File: config.mk
export PLATFORM = sky130hd
export DESIGN_NAME = keyword_lexer_tokenizer
export DESIGN_NICKNAME = d
export VERILOG_FILES = /design/src/hdl/klt_pkg.sv /design/src/hdl/keyword_lexer_tokenizer.sv
export SDC_FILE = /design/constraint.sdc
export NUM_CORES = 1
export LEC_CHECK = 0
export ABC_AREA = 1
export BUFFER_PORTS_ARGS = -buffer_cell sky130_fd_sc_hd__buf_4
export CORE_MARGIN = 2
export CORE_UTILIZATION = 45
export CTS_CLUSTER_DIAMETER = 150
export CTS_CLUSTER_SIZE = 16
export DETAILED_ROUTE_END_ITERATION = 16
export SYNTH_ARGS = -nofsm -noshare
export SYNTH_HDL_FRONTEND = slang
export SYNTH_SLANG_ARGS = --single-unit
File: constraint.sdc
create_clock -name clk -period 4.1 [get_ports clk]
set_input_delay 0.615 -clock clk [delete_from_list [all_inputs] [get_ports clk]]
set_output_delay 0.615 -clock clk [all_outputs]
set_load 0.03 [all_outputs]
File: src/hdl/klt_pkg.sv
// ----------------------------------------------------------------------------
// klt_pkg
// Types, token classes and the keyword table of the keyword lexer.
// ----------------------------------------------------------------------------
`default_nettype none

package klt_pkg;

	// Widths of the item fields and sizes of the keyword table
	localparam int CHAR_W   = 8;
	localparam int TOK_W    = 16;
	localparam int KW_NUM   = 14;
	localparam int KW_CHARS = 16;

	// Request codes
	typedef enum logic {
		REQ_CHAR = 1'b0,
		REQ_END  = 1'b1
	} req_t;

	// Scanner modes
	typedef enum logic [1:0] {
		MODE_IDLE = 2'd0,
		MODE_WORD = 2'd1,
		MODE_STR  = 2'd2
	} mode_t;

	// Token classes
	typedef enum logic [3:0] {
		CL_NUMBER   = 4'd0,
		CL_STRING   = 4'd1,
		CL_NUMDECL  = 4'd2,
		CL_STRDECL  = 4'd3,
		CL_KEYWORD  = 4'd4,
		CL_CONSTANT = 4'd5,
		CL_IDENT    = 4'd6,
		CL_OP       = 4'd7,
		CL_EQUAL    = 4'd8,
		CL_LBRACE   = 4'd9,
		CL_RBRACE   = 4'd10,
		CL_FUNCDECL = 4'd11,
		CL_UNKNOWN  = 4'd12
	} tok_class_t;

	typedef struct packed {
		logic              req_type;
		logic [CHAR_W-1:0] char_code;
	} src_item_t;

	typedef struct packed {
		tok_class_t       token_class;
		logic [TOK_W-1:0] token_start;
		logic [TOK_W-1:0] token_length;
		logic             last;
	} tok_item_t;

	// Keyword text, right-justified, last character in the low byte
	localparam logic [8*KW_CHARS-1:0] KW_TEXT [KW_NUM] = '{
		(8*KW_CHARS)'("textong"),
		(8*KW_CHARS)'("numerong"),
		(8*KW_CHARS)'("bilang"),
		(8*KW_CHARS)'("let"),
		(8*KW_CHARS)'("const"),
		(8*KW_CHARS)'("para"),
		(8*KW_CHARS)'("sa"),
		(8*KW_CHARS)'("mula"),
		(8*KW_CHARS)'("hanggang"),
		(8*KW_CHARS)'("pamamaraan"),
		(8*KW_CHARS)'("na"),
		(8*KW_CHARS)'("namayroong"),
		(8*KW_CHARS)'("at"),
		(8*KW_CHARS)'("katapusan")
	};

	localparam logic [3:0] KW_LEN [KW_NUM] = '{
		4'd7, 4'd8, 4'd6, 4'd3, 4'd5, 4'd4, 4'd2,
		4'd4, 4'd8, 4'd10, 4'd2, 4'd10, 4'd2, 4'd9
	};

	localparam tok_class_t KW_CLASS [KW_NUM] = '{
		CL_STRDECL, CL_NUMDECL, CL_EQUAL, CL_KEYWORD, CL_CONSTANT, CL_KEYWORD,
		CL_KEYWORD, CL_EQUAL, CL_KEYWORD, CL_FUNCDECL, CL_KEYWORD, CL_KEYWORD,
		CL_KEYWORD, CL_KEYWORD
	};

	localparam logic [CHAR_W-1:0] CH_QUOTE = 8'h22;

	// Character at offset idx of keyword k (meaningless when idx >= length)
	function automatic logic [CHAR_W-1:0] kw_char(input int unsigned k,
			input logic [3:0] idx);
		logic [3:0] sel;
		sel = KW_LEN[k] - 4'd1 - idx;
		return KW_TEXT[k][{sel, 3'b000} +: 8];
	endfunction

	function automatic logic is_digit(input logic [CHAR_W-1:0] c);
		return (c >= 8'h30) && (c <= 8'h39);
	endfunction

	function automatic logic is_letter(input logic [CHAR_W-1:0] c);
		return ((c >= 8'h41) && (c <= 8'h5a)) || ((c >= 8'h61) && (c <= 8'h7a));
	endfunction

endpackage

`default_nettype wire

File: src/hdl/keyword_lexer_tokenizer.sv
// ----------------------------------------------------------------------------
// keyword_lexer_tokenizer
// Streaming lexer: one source character per item in, token spans out.
// ----------------------------------------------------------------------------
// Each accepted item is scanned in the cycle it is accepted: the scanner state
// (mode, position, pending span, keyword match mask) updates at that edge and
// the zero, one or two tokens it causes enter a four-entry result queue. The
// queue feeds the output one token per cycle while tok_stall is low. Items
// are taken every cycle while the queue has room for two tokens, so with no
// token stall the sustained rate is one item per cycle; a run of items that
// each close a word and add a one-character token is bounded by the output
// at one token per cycle. A token reaches the output no sooner than the
// cycle after its item is accepted, later when older tokens are still queued.
// End of source flushes any open word or string and resets the scanner state.
`default_nettype none

module keyword_lexer_tokenizer
	import klt_pkg::*;
#(
	parameter int POS_BITS = 16
) (
	input  wire logic      clk,
	input  wire logic      arst_n,
	input  wire logic      src_valid,
	output logic           src_stall,
	input  wire src_item_t src_item,
	output logic           tok_valid,
	input  wire logic      tok_stall,
	output tok_item_t      tok_item
);

	localparam int QD = 4;
	localparam int QA = $clog2(QD);

	// Scanner state
	mode_t               mode_q;
	logic [POS_BITS-1:0] pos_q;
	logic [POS_BITS-1:0] pstart_q;
	logic [POS_BITS-1:0] plen_q;
	logic [KW_NUM-1:0]   alive_q;
	logic                digit_q;
	logic                letter_q;

	mode_t               mode_d;
	logic [POS_BITS-1:0] pos_d;
	logic [POS_BITS-1:0] pstart_d;
	logic [POS_BITS-1:0] plen_d;
	logic [KW_NUM-1:0]   alive_d;
	logic                digit_d;
	logic                letter_d;

	// Result queue
	tok_item_t       queue_q [QD];
	logic [QA-1:0]   wr_q;
	logic [QA-1:0]   rd_q;
	logic [QA:0]     count_q;

	tok_item_t       res0;
	tok_item_t       res1;
	logic [1:0]      nres;
	logic            accept;
	logic            pop;

	function automatic logic [POS_BITS-1:0] sat_inc(input logic [POS_BITS-1:0] v);
		return (v == '1) ? v : v + POS_BITS'(1);
	endfunction

	// Class of the word held in the given state
	function automatic tok_class_t word_class(input logic [KW_NUM-1:0] alive,
			input logic [POS_BITS-1:0] len, input logic dig, input logic let_seen);
		tok_class_t cls;
		logic       hit;
		hit = 1'b0;
		if (!let_seen) begin
			cls = CL_NUMBER;
		end else if (!dig) begin
			cls = CL_IDENT;
		end else begin
			cls = CL_UNKNOWN;
		end
		for (int k = KW_NUM - 1; k >= 0; k--) begin
			if (alive[k] && (len == POS_BITS'(KW_LEN[k]))) begin
				cls = KW_CLASS[k];
				hit = 1'b1;
			end
		end
		return hit ? cls : cls;
	endfunction

	function automatic tok_item_t make_tok(input tok_class_t cls,
			input logic [POS_BITS-1:0] start, input logic [POS_BITS-1:0] len);
		tok_item_t t;
		t.token_class  = cls;
		t.token_start  = TOK_W'(start);
		t.token_length = TOK_W'(len);
		t.last         = 1'b0;
		return t;
	endfunction

	assign accept    = src_valid && !src_stall;
	assign pop       = tok_valid && !tok_stall;
	assign src_stall = count_q > (QA+1)'(QD - 2);
	assign tok_valid = count_q != '0;
	assign tok_item  = queue_q[rd_q];

	// Scan one item: next state and the tokens it closes
	always_comb begin
		logic [CHAR_W-1:0]   c;
		logic                alnum;
		logic                have_sc;
		tok_class_t          sc;
		logic [KW_NUM-1:0]   w_alive;
		logic [POS_BITS-1:0] w_len;
		logic                w_dig;
		logic                w_let;
		logic [POS_BITS-1:0] w_start;
		tok_class_t          cur_cls;

		c        = src_item.char_code;
		alnum    = is_letter(c) || is_digit(c);
		mode_d   = mode_q;
		pos_d    = pos_q;
		pstart_d = pstart_q;
		plen_d   = plen_q;
		alive_d  = alive_q;
		digit_d  = digit_q;
		letter_d = letter_q;
		res0     = make_tok(CL_NUMBER, '0, '0);
		res1     = res0;
		nres     = 2'd0;
		cur_cls  = word_class(alive_q, plen_q, digit_q, letter_q);

		// Decode one-character tokens
		have_sc = 1'b1;
		case (c)
			8'h2b, 8'h2d, 8'h2a, 8'h2f: sc = CL_OP;
			8'h3d:                      sc = CL_EQUAL;
			8'h28, 8'h7b, 8'h5b:        sc = CL_LBRACE;
			8'h3a:                      sc = CL_KEYWORD;
			8'h29, 8'h7d, 8'h5d:        sc = CL_RBRACE;
			default: begin
				sc      = CL_UNKNOWN;
				have_sc = 1'b0;
			end
		endcase

		// Word base: continue the open word or start a fresh one here
		if (mode_q == MODE_WORD) begin
			w_alive = alive_q;
			w_len   = plen_q;
			w_dig   = digit_q;
			w_let   = letter_q;
			w_start = pstart_q;
		end else begin
			w_alive = '1;
			w_len   = '0;
			w_dig   = 1'b0;
			w_let   = 1'b0;
			w_start = pos_q;
		end
		// Drop keywords that no longer match at this offset
		for (int k = 0; k < KW_NUM; k++) begin
			if (!((w_len < POS_BITS'(KW_LEN[k])) && (kw_char(k, w_len[3:0]) == c))) begin
				w_alive[k] = 1'b0;
			end
		end

		if (src_item.req_type == REQ_END) begin
			// Flush and return to reset
			if (mode_q == MODE_WORD) begin
				res0 = make_tok(cur_cls, pstart_q, plen_q);
				nres = 2'd1;
			end else if (mode_q == MODE_STR) begin
				res0 = make_tok(CL_STRING, pstart_q, plen_q);
				nres = 2'd1;
			end
			mode_d   = MODE_IDLE;
			pos_d    = '0;
			pstart_d = '0;
			plen_d   = '0;
			alive_d  = '1;
			digit_d  = 1'b0;
			letter_d = 1'b0;
		end else if (mode_q == MODE_STR) begin
			plen_d = sat_inc(plen_q);
			if (c == CH_QUOTE) begin
				res0   = make_tok(CL_STRING, pstart_q, plen_d);
				nres   = 2'd1;
				mode_d = MODE_IDLE;
			end
			pos_d = sat_inc(pos_q);
		end else if (alnum) begin
			// Extend or open a word
			mode_d   = MODE_WORD;
			pstart_d = w_start;
			alive_d  = w_alive;
			digit_d  = w_dig || is_digit(c);
			letter_d = w_let || is_letter(c);
			plen_d   = sat_inc(w_len);
			pos_d    = sat_inc(pos_q);
		end else begin
			// Close an open word, then handle the character on its own
			if (mode_q == MODE_WORD) begin
				res0 = make_tok(cur_cls, pstart_q, plen_q);
				nres = 2'd1;
			end
			mode_d = MODE_IDLE;
			if (have_sc) begin
				if (mode_q == MODE_WORD) begin
					res1 = make_tok(sc, pos_q, POS_BITS'(1));
					nres = 2'd2;
				end else begin
					res0 = make_tok(sc, pos_q, POS_BITS'(1));
					nres = 2'd1;
				end
			end else if (c == CH_QUOTE) begin
				mode_d   = MODE_STR;
				pstart_d = pos_q;
				plen_d   = POS_BITS'(1);
			end
			pos_d = sat_inc(pos_q);
		end

		// Mark the final token of this item
		if (nres == 2'd2) begin
			res1.last = 1'b1;
		end else begin
			res0.last = 1'b1;
		end
	end

	// Hold scanner state; advance on each accepted item
	always_ff @(posedge clk or negedge arst_n) begin
		if (!arst_n) begin
			mode_q   <= MODE_IDLE;
			pos_q    <= '0;
			pstart_q <= '0;
			plen_q   <= '0;
			alive_q  <= '1;
			digit_q  <= 1'b0;
			letter_q <= 1'b0;
		end else if (accept) begin
			mode_q   <= mode_d;
			pos_q    <= pos_d;
			pstart_q <= pstart_d;
			plen_q   <= plen_d;
			alive_q  <= alive_d;
			digit_q  <= digit_d;
			letter_q <= letter_d;
		end
	end

	// Queue pointers and fill count
	always_ff @(posedge clk or negedge arst_n) begin
		if (!arst_n) begin
			wr_q    <= '0;
			rd_q    <= '0;
			count_q <= '0;
		end else begin
			if (accept) begin
				wr_q <= wr_q + QA'(nres);
			end
			if (pop) begin
				rd_q <= rd_q + QA'(1);
			end
			count_q <= count_q + (accept ? (QA+1)'(nres) : '0) - (QA+1)'(pop);
		end
	end

	// Queue storage
	always_ff @(posedge clk) begin
		if (accept && (nres != 2'd0)) begin
			queue_q[wr_q] <= res0;
		end
		if (accept && (nres == 2'd2)) begin
			queue_q[wr_q + QA'(1)] <= res1;
		end
	end

endmodule

`default_nettype wire

==> results of run 1 <==
## layout make-up
class / count / area (µm²) / share of cell area
Timing Repair Buffer: 98 / 748 / 0.0466
Clock buffer: 27 / 463 / 0.0288
Tap cell: 442 / 553 / 0.0345
Inverter: 195 / 734 / 0.0458
Multi-Input combinational cell: 1549 / 7850 / 0.489
Clock inverter: 2 / 13.8 / 0.000857
Sequential cell: 221 / 5690 / 0.354
## final timing paths
| kind | start | endpoint | slack, ps | cells past startpoint |
|---|---|---|---|---|
| max in group asynchronous | arst_n | alive_q[9] | 3060 | 2 |
| min reg2reg | queue_q[1][3] | queue_q[1][3] | 460 | 2 |
| min in group clk | queue_q[1][3] | queue_q[1][3] | 460 | 2 |
| min | arst_n | plen_q[4] | 150 | 1 |
| max | mode_q[1] | plen_q[14] | 680 | 16 |
| max reg2reg | mode_q[1] | plen_q[14] | 680 | 16 |
## flip-flops by register name, indices dropped and copies added (netlist names)
name	cells
plen_q	16
alive_q	14
rd_q	2
letter_q	1
digit_q	1
pos_q	16
mode_q	2
pstart_q	16
count_q	3
wr_q	2
queue_q	148
## per-stage QoR
stage,area (µm²),utilization
after floorplan,14800,-
after global placement,15600,0.480
after detailed placement,15600,0.480
after CTS,16100,0.495
after global routing,16100,0.495
final,16100,0.495
## cells by family (layout without fill, tap and decap cells)
| kind of cell | count (synthesis) | count (layout) | share of synthesized area |
|---|---|---|---|
| xor gates and xnor gates | 58 | 58 | 0.0343 |
| DFF | 221 | 221 | 0.384 |
| buffers and inverters | 302 | 322 | 0.0866 |
| adders and majority gates | 39 | 39 | 0.0334 |
| and+or+nand+nor | 1042 | 1042 | 0.308 |
| AOI/OAI and AO/OA | 410 | 410 | 0.154 |
## synthesized netlist by cell type (45+ instances only)
| cell type | number | area, µm² |
|---|---|---|
| clkbuf_1 | 48 | 180 |
| dfrtp_1 | 59 | 1480 |
| dfxtp_1 | 60 | 1200 |
| edfxtp_1 | 88 | 2640 |
| inv_1 | 168 | 631 |
| nand2_1 | 502 | 1880 |
| nand3_1 | 192 | 961 |
| nor2_1 | 221 | 830 |
| nor3_1 | 45 | 225 |
| o21ai_0 | 216 | 1080 |
| o22ai_1 | 97 | 607 |
| xor2_1 | 49 | 429 |
## per-layer routing
| layer | GRT usage | vias to the layer above | routed length, µm | share of wire |
|---|---|---|---|---|
| li1 | - | 6966 | - | - |
| met1 | 0.409 | 6940 | 22500 | 0.45 |
| met2 | 0.476 | 583 | 23100 | 0.46 |
| met3 | 0.0282 | 95 | 3280 | 0.065 |
| met4 | 0.103 | 0 | 1680 | 0.033 |
| met5 | 0 | - | 0 | 0 |
## power groups by stage
stage	Sequential, µW	Clock, µW	Combinational [µW]
2_1_floorplan	2760	0	2540
3_3_place_gp	2830	0	3740
3_5_place_dp	2840	0	3760
4_1_cts	2790	1620	3770
5_1_grt	2820	1700	4130
6_report	2790	1600	3780
==> out/results.ini, run 1 <==
[outcome]
outcome=finished clean

[worst_setup_path]
worstPathCellList=inv_1, ha_2, nand2_2, clkinv_1, ha_1, nand2_1, nor2_1, nand3_1, nor2_1, nand2_1, nor3_1, nand3_1, o21ai_0, o21ai_0, nand2_1, nand2_1
timing.critical_path.buf_inv=2
cpMostUsedCell=nand2_1
cpMaxStageDelayCell=ha_2
cp-start-kind=flip-flop
path_delay_family=simple AND/OR/NAND/NOR gates
arrival_ps=3790
end_kind=flip-flop
worstSetupPathType=reg2reg
cp.required_ps=4470
cpPeakStageDelay_ps=480
cp_max_fo=20

[logic_synthesis]
syn_avg_cell_area_um2=7.15
syn_nets=2124
synth.distinct_cells=53
yosys_warnings=0
postSynthCellCount=2072
ys_seq_elements=221
ys.flop_type=edfxtp_1
synth_area_um2=14800
synth_enable_flop_cells=88
ys_seq_area_frac=0.384
async_flop_share=0.330

[power]
ir_worst_vdd_uv=327
power_frac_clock=0.196
switching_power_uw=3660
p_total_uw=8180
swShare=0.448
intPower_uw=4510
power_density_nw_per_um2=509
power_leakage_uw=0.00686
combPwrFrac=0.463
pwr-share-seq=0.341

[clocking]
clock-sinks=221
cts_resized=0
cts_hold_buf=0
clk_latency_ps=520
cts_buffer_depth=3
clkTransAtPathRegs_ps=90
cts_buffers=17
cts_tree=built
root_buffer=clkbuf_16
cts_setup_buffers=0
cts.htree.levels=1

[placed_design]
io_buffers=51
place_hpwl_mm=35.5
dp_slack_ps=399
place_inst=2505
place_congestion=1.01

[finish]
nets=2134
antenna_cells=0
nFillCells=3323
layout.cells.non_filler=2534
layout_commonest_cell=nand2_1
layout_common_cells=nand2_1 (502), nor2_1 (221), o21ai_0 (216)
syn_to_final_growth_pct=8.34
drive_gt1_frac=0.0989

[flow_run]
cap_viol_max_count=0

[grt]
grt_pass1_vias=13528
grtUsageTotal=0.293
antenna_found_initial=0
grt_pass1_wl_mm=78.2
grt_max_degree=77
overflow=0

[timing]
fmax_ghz=0.293
slew_headroom=0.222
timing.final.ws_setup_ps=682
finalHoldViolations=0
setup_viol=0
setup-tns-final_ps=0
slew_viol_final=0
worstMarginPinSlew_ps=1170
rsz0062_at_grt=no
finalClockSkew_ps=37.0
min_period_ps=3420
timing.final.crit_share=0.834
timing.hold.ws_ps=148

[routing]
dr.pass1.iters=5
vias=14584
antenna_left=0
drcViolationCount=0
wl_per_cell_um=19.9
viasPerCell=5.76
drtIter0Drc=1622
wirelength_mm=50.6

[floorplanning]
core_area_um2=32500
rows=66
design.die.area_um2=34400
start_util=0.457
die_w_um=185
io_pins=52
die_y_um=185

[worst_hold_path]
hp-class=in2async

(Power assumes the default switching activity.)
==> inputs of run 2 (changes only) <==
ABC_AREA = 0   (was 1)
clock period = 3.26 ns   (was 4.1 ns; I/O delays follow)
==> run 2 against run 1 <==
Critical path depth is 1 lower. Via count is 15% lower. Non-clock buffer count is 123 higher. Register-to-register slack worse by 490 ps. Cell count is 22% lower. Sequential share of layout area is 0.43 points lower. Worst hold slack better by 230 ps. Maximum frequency is 11% higher. First-iteration DRC count is 31% lower. Synthesized area is 7.6% lower. Critical endpoint is now alive_q[0]. Largest cell class unchanged.
==> out/results.ini, run 2 <==
[finish]
nFillCells=2749
final_core_util=0.546
antenna_cells=0
syn_to_final_growth_pct=18.7
largest_reg_flops=148
regMostFlops=queue_q
drive_gt1_frac=0.220
layout_commonest_cell=buf_4
stdcell_area_um2=16300
nets=1624
layout_common_cells=buf_4 (199), o21ai_0 (125), nand2_1 (100)

[timing]
finalClockSkew_ps=48.1
rsz0062_at_grt=no
finalHoldViolations=0
timing.final.crit_share=0.941
fmax_ghz=0.326
slew_viol_final=0
timing.final.ws_setup_ps=192
setup-tns-final_ps=0
setup_viol=0
min_period_ps=3070
slew_headroom=0.387
worstMarginPinSlew_ps=910

[worst_hold_path]
min_from=tok_stall
hold_depth=4
holdPathEnd=rd_q[1]
hp-class=in2reg

[grt]
grt_pass1_wl_mm=69.0
grt_pass1_vias=12028
overflow=0
grtUsageTotal=0.279
grt_max_degree=35
antenna_found_initial=1

[clocking]
root_buffer=clkbuf_16
clk_latency_ps=520
cts_tree=built
cts_setup_buffers=0
cts.htree.levels=1
clkTransAtPathRegs_ps=80
cts_buffer_depth=3
cts_buffers=17
clock-sinks=221

[worst_setup_path]
worstPathCellList=inv_1, ha_4, nand2_1, inv_1, ha_1, inv_1, ha_1, nor2_1, a21oi_1, nor4_1, a31oi_1, o32a_1, nor4_1, buf_4, o22a_1
cpMaxStageDelayCell=dfrtp_1
cpMostUsedCell=inv_1
r2r_end=alive_q[0]
end_kind=flip-flop
reg2regPathDepth=15
worstSetupPathType=reg2reg
cp-start-kind=flip-flop
cp_max_fo=7
worst-r2r-setup-slack_ps=190
cpPeakStageDelay_ps=400
cp.required_ps=3720
reg2reg_from=mode_q[1]
arrival_ps=3530

[outcome]
outcome=finished clean

[routing]
drcViolationCount=0
wirelength_mm=43.8
viasPerCell=6.31
drtIter0Drc=1114
antenna_left=0
dr.pass1.iters=6
vias=12435
wl_per_cell_um=22.2

[placed_design]
place_congestion=0.923
placed_cell_area_um2=15700
dp_slack_ps=-204
place_hpwl_mm=31.8
io_buffers=51

[floorplanning]
rows=63
io_pins=52
die_w_um=178
design.die.area_um2=31800
start_util=0.460
die_y_um=178
core_area_um2=29800

[logic_synthesis]
syn_nets=1509
yosys_warnings=0
postSynthCellCount=1457
synth.most_common_cell=o21ai_0
syn_avg_cell_area_um2=9.40
ys_seq_elements=221
synth_area_um2=13700
yosys.area.top_type_share=0.193
synth_enable_flop_cells=88
synth_area_leaders=edfxtp_1 (19%), dfrtp_1 (11%), dfxtp_1 (8.8%)
synth.distinct_cells=84
ys.flop_type=edfxtp_1
ys_seq_area_frac=0.415
synth_top_area_cell=edfxtp_1
netlist_top_cells_count=o21ai_0 (127), nand2_1 (107), nand3_1 (99), clkbuf_1 (91), edfxtp_1 (88)
async_flop_share=0.330

[power]
ir_worst_vdd_uv=337
power_leakage_uw=0.00599
power_density_nw_per_um2=533

[flow_run]
cap_viol_max_count=0

==> run 2: changes by cell type after synthesis, moves of 18 or more <==
cell | before | now
xnor2_1 | 9 | 32
mux4_2 | 0 | 37
a22oi_1 | 8 | 29
nand2b_1 | 0 | 18
nand3_1 | 192 | 99
nor3_1 | 45 | 27
a22o_1 | 0 | 22
inv_1 | 168 | 35
xor2_1 | 49 | 21
o21ai_0 | 216 | 127
clkbuf_1 | 48 | 91
nor2_1 | 221 | 85
inv_2 | 24 | 1
nand2_1 | 502 | 107
==> run 2: area by class of cell <==
type / instances / area, µm² / area share
Inverter: 36 / 135 / 0.00831
Timing Repair Buffer: 221 / 1920 / 0.118
Sequential cell: 221 / 5690 / 0.350
Tap cell: 390 / 488 / 0.0300
Clock buffer: 27 / 463 / 0.0285
Multi-Input combinational cell: 1075 / 7540 / 0.464
Clock inverter: 2 / 13.8 / 0.000847
==> run 2: metrics by stage <==
stage	std cells	hold slack (ps)	total power (µW)
after CTS	1972	370	8690
final	1972	379	8660
after detailed placement	1942	452	6740
after global routing	1972	407	9110
after global placement	1942	446	6700
after floorplan	1457	193	5550
==> run 2: power by group <==
group	leakage, µW	switching [µW]	internal (µW)	total (µW)
Sequential	0.00226	287	3180	3470
Clock	0.000230	985	983	1970
Combinational	0.00350	1860	1370	3230
Total	0.00599	3130	5540	8660
==> run 2: cell families after synthesis <==
kind of cell,count (synthesis),share of synthesized area
mux,56,0.0751
fa+ha+maj,39,0.0362
simple gates,458,0.168
compound gates,469,0.224
buf+inv,161,0.0469
xor+xnor,53,0.0339
flops,221,0.415
==> run 2: worst max-delay path by stage <==
stage / slack (ps) / end / startpoint / cells after the start
2_1_floorplan: -20 / count_q[2] / src_item[4] / 16
3_3_place_gp: -160 / count_q[2] / src_item[4] / 16
3_5_place_dp: -200 / count_q[2] / src_item[4] / 16
4_1_cts: 80 / alive_q[13] / mode_q[0] / 12
5_1_grt: 2 / alive_q[0] / mode_q[1] / 15
6_report: 190 / alive_q[0] / mode_q[1] / 15
==> run 2: timing repair <==
| action | CTS | global route |
|---|---|---|
| gates resized for setup | 0 | 9 |
| endpoints found under the hold margin | 9 | 0 |
| hold buffers | 1 | 0 |
| setup endpoints to repair | 0 | 20 |
==> run 2: critical path, delay by kind of cell, from the launching register on <==
| family | cells | cell delay [ps] |
|---|---|---|
| adder cells (fa/ha/maj) | 3 | 860 |
| flip-flops | 1 | 400 |
| AND/OR/NAND/NOR | 4 | 800 |
| AO/OA/AOI/OAI | 4 | 460 |
| buffers and inverters | 4 | 500 |
==> run 2: layer usage <==
metal | vias up | part of all wire | global-route usage | wire length, µm
met3 | 92 | 0.058 | 0.0286 | 2560
met5 | - | 0.00037 | 0 | 16
met1 | 6089 | 0.43 | 0.368 | 18700
li1 | 5783 | - | - | -
met4 | 2 | 0.031 | 0.0952 | 1350
met2 | 469 | 0.48 | 0.477 | 21200
